`src/hdl/tiu_pkg.sv`:
```
`timescale 1ns / 1ps

package tiu_pkg;

  localparam int MAX_WIDTH  = 64;
  localparam int MAX_HEIGHT = 64;
  localparam int MAX_FACTOR = 64;

  localparam int CFG_W     = 7;
  localparam int CFG_IDX_W = 2;
  localparam int COORD_W   = 12;
  localparam int SAMPLE_W  = 16;
  localparam int VALUE_W   = 24;
  localparam int FRAC_W    = 8;

  localparam int ROW_W  = $clog2(MAX_HEIGHT);
  localparam int COL_W  = $clog2(MAX_WIDTH);
  localparam int ADDR_W = ROW_W + COL_W;
  localparam int DEPTH  = MAX_HEIGHT * MAX_WIDTH;

  localparam int FAC_W  = $clog2(MAX_FACTOR + 1);
  localparam int DIFF_W = SAMPLE_W + 1;
  localparam int ACC_W  = DIFF_W + FAC_W + 1;
  localparam int MAG_W  = SAMPLE_W + $clog2(2 * MAX_FACTOR);
  localparam int DIV_W  = MAG_W + FRAC_W;
  localparam int RES_W  = DIV_W + 1;
  localparam int STEP_W = $clog2(DIV_W + 1);

  localparam logic [CFG_IDX_W-1:0] CFG_GRID_WIDTH  = 2'd0;
  localparam logic [CFG_IDX_W-1:0] CFG_GRID_HEIGHT = 2'd1;
  localparam logic [CFG_IDX_W-1:0] CFG_FACTOR      = 2'd2;

  localparam logic OP_LOAD  = 1'b0;
  localparam logic OP_QUERY = 1'b1;

  typedef struct packed {
    logic              start;
    logic [STEP_W-1:0] steps;
    logic [DIV_W-1:0]  dividend;
    logic [FAC_W-1:0]  divisor;
  } div_req_t;

  typedef struct packed {
    logic             busy;
    logic             done;
    logic [DIV_W-1:0] quotient;
    logic [FAC_W-1:0] remainder;
  } div_rsp_t;

endpackage

```
`src/hdl/tiu_divider.sv`:
```
`timescale 1ns / 1ps

module tiu_divider
  import tiu_pkg::*;
(
  input  logic     clk_i,
  input  logic     rst_ni,
  input  div_req_t req_i,
  output div_rsp_t rsp_o
);

  logic              busy_q;
  logic              done_q;
  logic [STEP_W-1:0] cnt_q;
  logic [DIV_W-1:0]  quo_q;
  logic [FAC_W-1:0]  rem_q;
  logic [FAC_W-1:0]  divisor_q;

  logic [FAC_W:0]   rem_shift;
  logic [FAC_W:0]   rem_diff;
  logic             take;
  logic [FAC_W-1:0] rem_next;

  always_comb begin
    rem_shift = {rem_q, quo_q[DIV_W-1]};
    rem_diff  = rem_shift - {1'b0, divisor_q};
    take      = rem_shift >= {1'b0, divisor_q};
    rem_next  = take ? rem_diff[FAC_W-1:0] : rem_shift[FAC_W-1:0];
  end

  always_ff @(posedge clk_i or negedge rst_ni) begin
    if (!rst_ni) begin
      busy_q <= 1'b0;
      done_q <= 1'b0;
      cnt_q  <= '0;
    end else begin
      done_q <= 1'b0;
      if (req_i.start) begin
        busy_q <= 1'b1;
        cnt_q  <= req_i.steps;
      end else if (busy_q) begin
        cnt_q <= cnt_q - STEP_W'(1);
        if (cnt_q == STEP_W'(1)) begin
          busy_q <= 1'b0;
          done_q <= 1'b1;
        end
      end
    end
  end

  always_ff @(posedge clk_i) begin
    if (req_i.start) begin
      quo_q     <= req_i.dividend;
      rem_q     <= '0;
      divisor_q <= req_i.divisor;
    end else if (busy_q) begin
      quo_q <= {quo_q[DIV_W-2:0], take};
      rem_q <= rem_next;
    end
  end

  assign rsp_o.busy      = busy_q;
  assign rsp_o.done      = done_q;
  assign rsp_o.quotient  = quo_q;
  assign rsp_o.remainder = rem_q;

endmodule
```
`config.mk`:
```
export PLATFORM = sky130hd
export DESIGN_NAME = tiu_divider
export DESIGN_NICKNAME = d
export VERILOG_FILES = /design/src/hdl/tiu_pkg.sv /design/src/hdl/tiu_divider.sv
export SDC_FILE = /design/constraint.sdc
export NUM_CORES = 1
export LEC_CHECK = 0
export BUFFER_PORTS_ARGS = -buffer_cell sky130_fd_sc_hd__buf_4
export CAP_MARGIN = 10
export CORE_MARGIN = 1.5
export CORE_UTILIZATION = 25
export DETAILED_ROUTE_END_ITERATION = 6
export PLACE_DENSITY = 0.46
export SETUP_SLACK_MARGIN = 0.1
export SLEW_MARGIN = 20
export SYNTH_ARGS = -nofsm -noshare
export SYNTH_HDL_FRONTEND = slang
export SYNTH_SLANG_ARGS = --single-unit
```
`constraint.sdc`:
```
create_clock -name clk_i -period 2.5 [get_ports clk_i]
set_input_delay 0.75 -clock clk_i [delete_from_list [all_inputs] [get_ports clk_i]]
set_output_delay 0.75 -clock clk_i [all_outputs]
set_load 0.01 [all_outputs]
```
==> results of run 1 <==
==> worst min path at each step <==
stage / from / to / slack [ns] / cells past startpoint
final: rst_ni / cnt_q[1] / 0.22 / 1
after global routing: rst_ni / cnt_q[1] / 0.21 / 1
after CTS: rst_ni / cnt_q[1] / 0.22 / 1
after detailed placement: rem_q[0] / rem_q[1] / 0.54 / 2
after global placement: rem_q[0] / rem_q[1] / 0.53 / 2
after floorplan: rst_ni / busy_q / 0.45 / 0
==> critical path: stages, from the launching register on <==
cell	delay [ns]
edfxtp_1	0.35
inv_1	0.06
ha_1	0.22
fa_1	0.41
nand2b_2	0.23
a211o_4	0.38
a311o_1	0.37
o311ai_1	0.08
==> area by class of cell <==
class / count / area share (%)
inverter: 12 / 1.25
timing repair buffer: 90 / 19.1
clock inverter: 2 / 1.08
clock buffer: 6 / 2.01
sequential: 52 / 40.4
tap: 136 / 4.72
multi-input combinational: 137 / 31.4
==> placed cells by master (no fill, tap or decap), types with 2 or more instances in the layout <==
master / count
xor2_1: 2
xnor2_1: 4
a211oi_1: 4
o31ai_1: 3
o21ai_1: 2
nor3_1: 4
o21ai_0: 7
nor2b_1: 4
nand3_1: 2
o21a_1: 2
o311ai_1: 3
clkbuf_8: 5
edfxtp_1: 38
nand2b_1: 2
inv_1: 12
dfrtp_1: 7
a41oi_1: 4
nor3b_1: 7
or2_2: 3
mux2_2: 32
nand2_1: 12
nor2_1: 7
dfxtp_1: 7
buf_4: 89
ha_1: 9
==> logic make-up after synthesis <==
kind of cell | after synthesis
xor gates and xnor gates | 6
buffers and inverters | 24
AOI/OAI and AO/OA | 36
muxes | 32
and+or+nand+nor | 53
DFF | 52
adders and majority gates | 10
==> state kept, by name, indices dropped and copies added, names as in the netlist <==
register,count
quo_q,31
divisor_q,7
rem_q,7
cnt_q,5
busy_q,1
done_q,1
==> metal layers <==
| metal | vias up | part of all wire, % | GRT usage [%] |
|---|---|---|---|
| li1 | 966 | - | - |
| met1 | 945 | 43 | 14.4 |
| met2 | 39 | 51 | 19.8 |
| met3 | 9 | 3.7 | 2.55 |
| met4 | 0 | 2.4 | 4.38 |
| met5 | - | 0 | 0 |
==> report_power, final <==
part | total (mW) | internal, mW | switching [mW]
clock | 0.618 | 0.304 | 0.314
combinational | 1.27 | 0.645 | 0.628
sequential | 1.25 | 1.12 | 0.136
==> stage by stage <==
stage                     setup WS [ns]  utilization [%]  hold slack [ns]  total power [mW]  instance area [µm²]
after floorplan                   0.381                -            0.454              2.07                 2710
after detailed placement          0.336             33.5            0.536              2.55                 3490
after global routing              0.189             34.6            0.211              3.36                 3600
final                             0.315             34.6            0.221              3.14                 3600
after global placement            0.378             33.5            0.535              2.56                 3490
after CTS                         0.310             34.6            0.217              3.18                 3600
==> flow_summary.yaml, run 1 <==
timing:
  slew_violations: 0
  worst_pin_slew_ns: 0.568
  final-setup-viol-count: 0
  hold_viol: 0
  rsz0062_at_grt: "no"
  finalCriticalPeriod_ns: 2.19
  skew_ns: 0.0108
  fmax_ghz: 0.458
  finalCritPeriodShare_pct: 87.4
  fin_tns_setup_ns: 0
  slew_headroom_pct: 62.1
detailed_routing:
  drtPass1Iterations: 4
  drc: 0
  drtIter0Drc: 104
  wire_per_inst_um: 15.0
  via_count: 1959
  ant_nets: 0
  drt-vias-per-instance: 4.50
  routed_wirelength_um: 6510
synthesis:
  synth_fa_ha_area_share_pct: 4.89
  synth-edff-count: 38
  ys_top_cells_by_count: "edfxtp_1 (38), mux2_2 (32), inv_1 (12), nand2_1 (12), ha_1 (9)"
  synth.distinct_cells: 51
  netlist.area_leader.share_pct: 42.1
  synth_ff_type: "edfxtp_1"
  ys_seq_elements: 52
  synth-compound-area-share_pct: 10.4
  synth.area.top_cells: "edfxtp_1 (42%), mux2_2 (13%), dfrtp_1 (6.5%)"
  ys_warn_count: 0
  synth.avg_cell_area_um2: 12.7
  syn-cell-area_mm2: 0.00271
  synth_simple_gate_area_share_pct: 11.3
  synth_largest_area_cell: "edfxtp_1"
  async_flop_share_pct: 13.5
  synth_top_family_by_area: "multiplexers"
  syn-instance-count: 213
  synth.area.mux_share_pct: 13.3
  synth_seq_area_share_pct: 53.7
  synth.most_common_cell: "edfxtp_1"
  syn_nets: 269
  synth_xor_area_share_pct: 1.94
clock_network:
  clk_pin_slew_ns: 0.11
  cts_buffer_depth: 2
  post_cts_buffers: 0
  cts_buffers: 5
  cts_hold_buf: 0
  clk_latency_ns: 0.31
  cts_tree: "done"
  cts_resized: 0
  root_buffer: "clkbuf_8"
  clock_sinks: 52
  htreeDepth: 2
critical_path:
  rr_startpoint: "quo_q[30]"
  startpoint_type: "flip-flop"
  reg2reg_slack_ns: 0.31
  crit_fanout: 8
  arrival_ns: 2.41
  worstSetupPathType: "flip-flop to flip-flop"
  cp-startpoint: "quo_q[30]"
  endpoint: "rem_q[0]"
  cp-end-kind: "flip-flop"
  timing.rr.end: "rem_q[0]"
  rr_worst_depth: 7
  critPathRequiredTime_ns: 2.72
floorplanning:
  die-area_mm2: 0.0115
  start_util_pct: 26.0
  ios: 86
  core_area_mm2: 0.0104
  dieWidth_um: 107
  num_rows: 37
  die_h_um: 107
run:
  cap_violations: 0
layout:
  layout-drive-gt1-share_pct: 47.2
  diodes: 0
  syn2layout_area_growth_pct: 32.9
  multiInputGateArea_mm2: 0.00113
  final.fill_count: 1060
  finalNonFillerCells: 435
  num-nets-final: 354
  regArea_mm2: 0.00146
grt:
  grt_usage_pct: 11.6
  grt_pass1_wl_um: 10400
  grt-ovfl-total: 0
  grt_pass1_vias: 1998
  grt_max_degree: 46
  antenna_found_initial: 0
status:
  outcome: "finished clean"
power:
  powerDensity_mw_per_mm2: 872
  peakVddDrop_mv: 0.266
  p_leak_nw: 1.52
hold_path:
  min_path_type: "input pin to async pin"
placed_design:
  place.gp.congestion: 0.777
  portBuffers: 85
  dp.cells: 427
  dp_hpwl_um: 4690
Note: power is estimated with default switching activity, not from simulation.
==> run 2, diff against run 1 <==
CORE_UTILIZATION = 51   (was 25)
PLACE_DENSITY = 0.81   (was 0.46)
==> flow_summary.yaml, run 2 (synthesized netlist as in run 1, its figures left out) <==
power:
  p_leak_nw: 1.50
  clock_power_share_pct: 16.7
  power_mw: 3.01
  combPwrFrac_pct: 41.8
  swShare_pct: 34.1
  switchingPower_mw: 1.03
  peakVddDrop_mv: 0.624
  powerDensity_mw_per_mm2: 864
  p_int_mw: 1.99
  seqPwrFrac_pct: 41.6
layout:
  top_register: "quo_q"
  utilization_pct: 68.3
  final_common_cell: "buf_4"
  final_cell_mix: "buf_4 (89), edfxtp_1 (38), mux2_2 (32)"
  syn2layout_area_growth_pct: 28.6
  reg_top3: "quo_q (31), divisor_q (7), rem_q (7)"
  design_area_mm2: 0.00349
  largest_register_ffs: 31
  num-nets-final: 353
  layout-drive-gt1-share_pct: 47.3
  diodes: 0
floorplanning:
  num_rows: 26
  dieWidth_um: 75.9
  ios: 86
  core_area_mm2: 0.00511
  start_util_pct: 53.1
  die-area_mm2: 0.00577
  die_h_um: 75.9
timing:
  hold_viol: 0
  fmax_ghz: 0.448
  fin_tns_setup_ns: 0
  final-setup-viol-count: 0
  finalCriticalPeriod_ns: 2.23
  rsz0062_at_grt: "no"
  skew_ns: 0.00566
  slew_headroom_pct: 54.8
  worst_slack_ns: 0.269
  worst_pin_slew_ns: 0.678
  slew_violations: 0
  finalCritPeriodShare_pct: 89.2
clock_network:
  clk_latency_ns: 0.31
  cts_tree: "done"
  htreeDepth: 2
  cts_resized: 0
  clk_pin_slew_ns: 0.09
  cts_buffers: 5
  root_buffer: "clkbuf_8"
  cts_hold_buf: 0
  clock_sinks: 52
  cts_buffer_depth: 2
  post_cts_buffers: 0
hold_path:
  min_path_type: "input pin to async pin"
critical_path:
  cp-end-kind: "flip-flop"
  startpoint_type: "flip-flop"
  rr_startpoint: "quo_q[30]"
  critPathSlowestCell: "fa_1"
  path_buf_inv: 1
  crit_chain: "inv_1, ha_1, fa_1, nand2b_2, a211o_4, a311o_1, o311ai_1"
  rr_worst_depth: 7
  reg2reg_slack_ns: 0.27
  endpoint: "rem_q[0]"
  crit_fanout: 8
  arrival_ns: 2.44
  slowest_delay_ns: 0.41
  critical-path-top-delay-family: "compound AO/OA/AOI/OAI gates"
  critPathRequiredTime_ns: 2.71
  cp-startpoint: "quo_q[30]"
  worstSetupPathType: "flip-flop to flip-flop"
  crit_cells: 7
  timing.rr.end: "rem_q[0]"
placed_design:
  portBuffers: 85
  place_ws_ns: 0.324
  place.gp.congestion: 0.840
  post_dp_cell_area_mm2: 0.00339
  dp_hpwl_um: 4140
status:
  outcome: "finished clean"
detailed_routing:
  drt-vias-per-instance: 5.37
  drtIter0Drc: 76
  drc: 0
  drtPass1Iterations: 4
  wire_per_inst_um: 15.4
  routed_wirelength_um: 5670
  ant_nets: 0
  via_count: 1977
grt:
  grt_usage_pct: 20.7
  antenna_found_initial: 0
  grt_pass1_wl_um: 9420
  grt_pass1_vias: 1955
  grt_max_degree: 46
  grt-ovfl-total: 0
run:
  cap_violations: 0
## run 2: changes by cell type in the layout (fill, tap and decap cells not counted)
cell / change
buf_12: -1
clkbuf_8: +1
clkinvlp_4: +2
bufinv_16: -1
inv_6: -1
clkbuf_1: -1
## run 2: per-stage QoR
step           cells  hold slack, ns
5_1_grt          368           0.220
3_5_place_dp     360           0.527
6_report         368           0.232
4_1_cts          368           0.225
2_1_floorplan    213           0.454
3_3_place_gp     360           0.519
## run 2: area by class of cell
type | instances | area (µm²)
Tap cell | 70 | 87.6
Sequential cell | 52 | 1460
Clock buffer | 6 | 82.6
Multi-Input combinational cell | 137 | 1130
Fill cell | 417 | 1620
Timing Repair Buffer | 89 | 668
Clock inverter | 2 | 15.0
Inverter | 12 | 45.0
## run 2: routing by layer
layer  GRT usage, %  vias up  share of wire [%]
met4           7.04        0                1.4
met2           36.0       82                 52
met5              0        -                  0
li1               -      968                  -
met3           5.66        8                6.4
met1           24.8      919                 40
## run 2: worst register-to-register path: cells and delay by family (launching register included)
kind / cells / cell delay, ns
buf+inv: 1 / 0.07
fa+ha+maj: 2 / 0.63
compound gates: 3 / 0.82
flops: 1 / 0.37
simple gates: 1 / 0.24
## run 2: power groups by stage
stage / combinational, mW / clock (mW) / sequential (mW)
floorplan: 0.767 / 0 / 1.30
global placement: 1.22 / 0 / 1.27
detailed placement: 1.25 / 0 / 1.27
CTS: 1.25 / 0.516 / 1.26
global route: 1.38 / 0.546 / 1.28
finish: 1.26 / 0.503 / 1.25
## run 2: how the worst min path moves through the flow
stage                        start  slack, ns        to
after floorplan             rst_ni       0.45    busy_q
after global placement    rem_q[0]       0.52  rem_q[1]
after detailed placement  rem_q[0]       0.53  rem_q[1]
after CTS                   rst_ni       0.23  cnt_q[3]
after global routing        rst_ni       0.22  cnt_q[3]
final                       rst_ni       0.23  cnt_q[3]
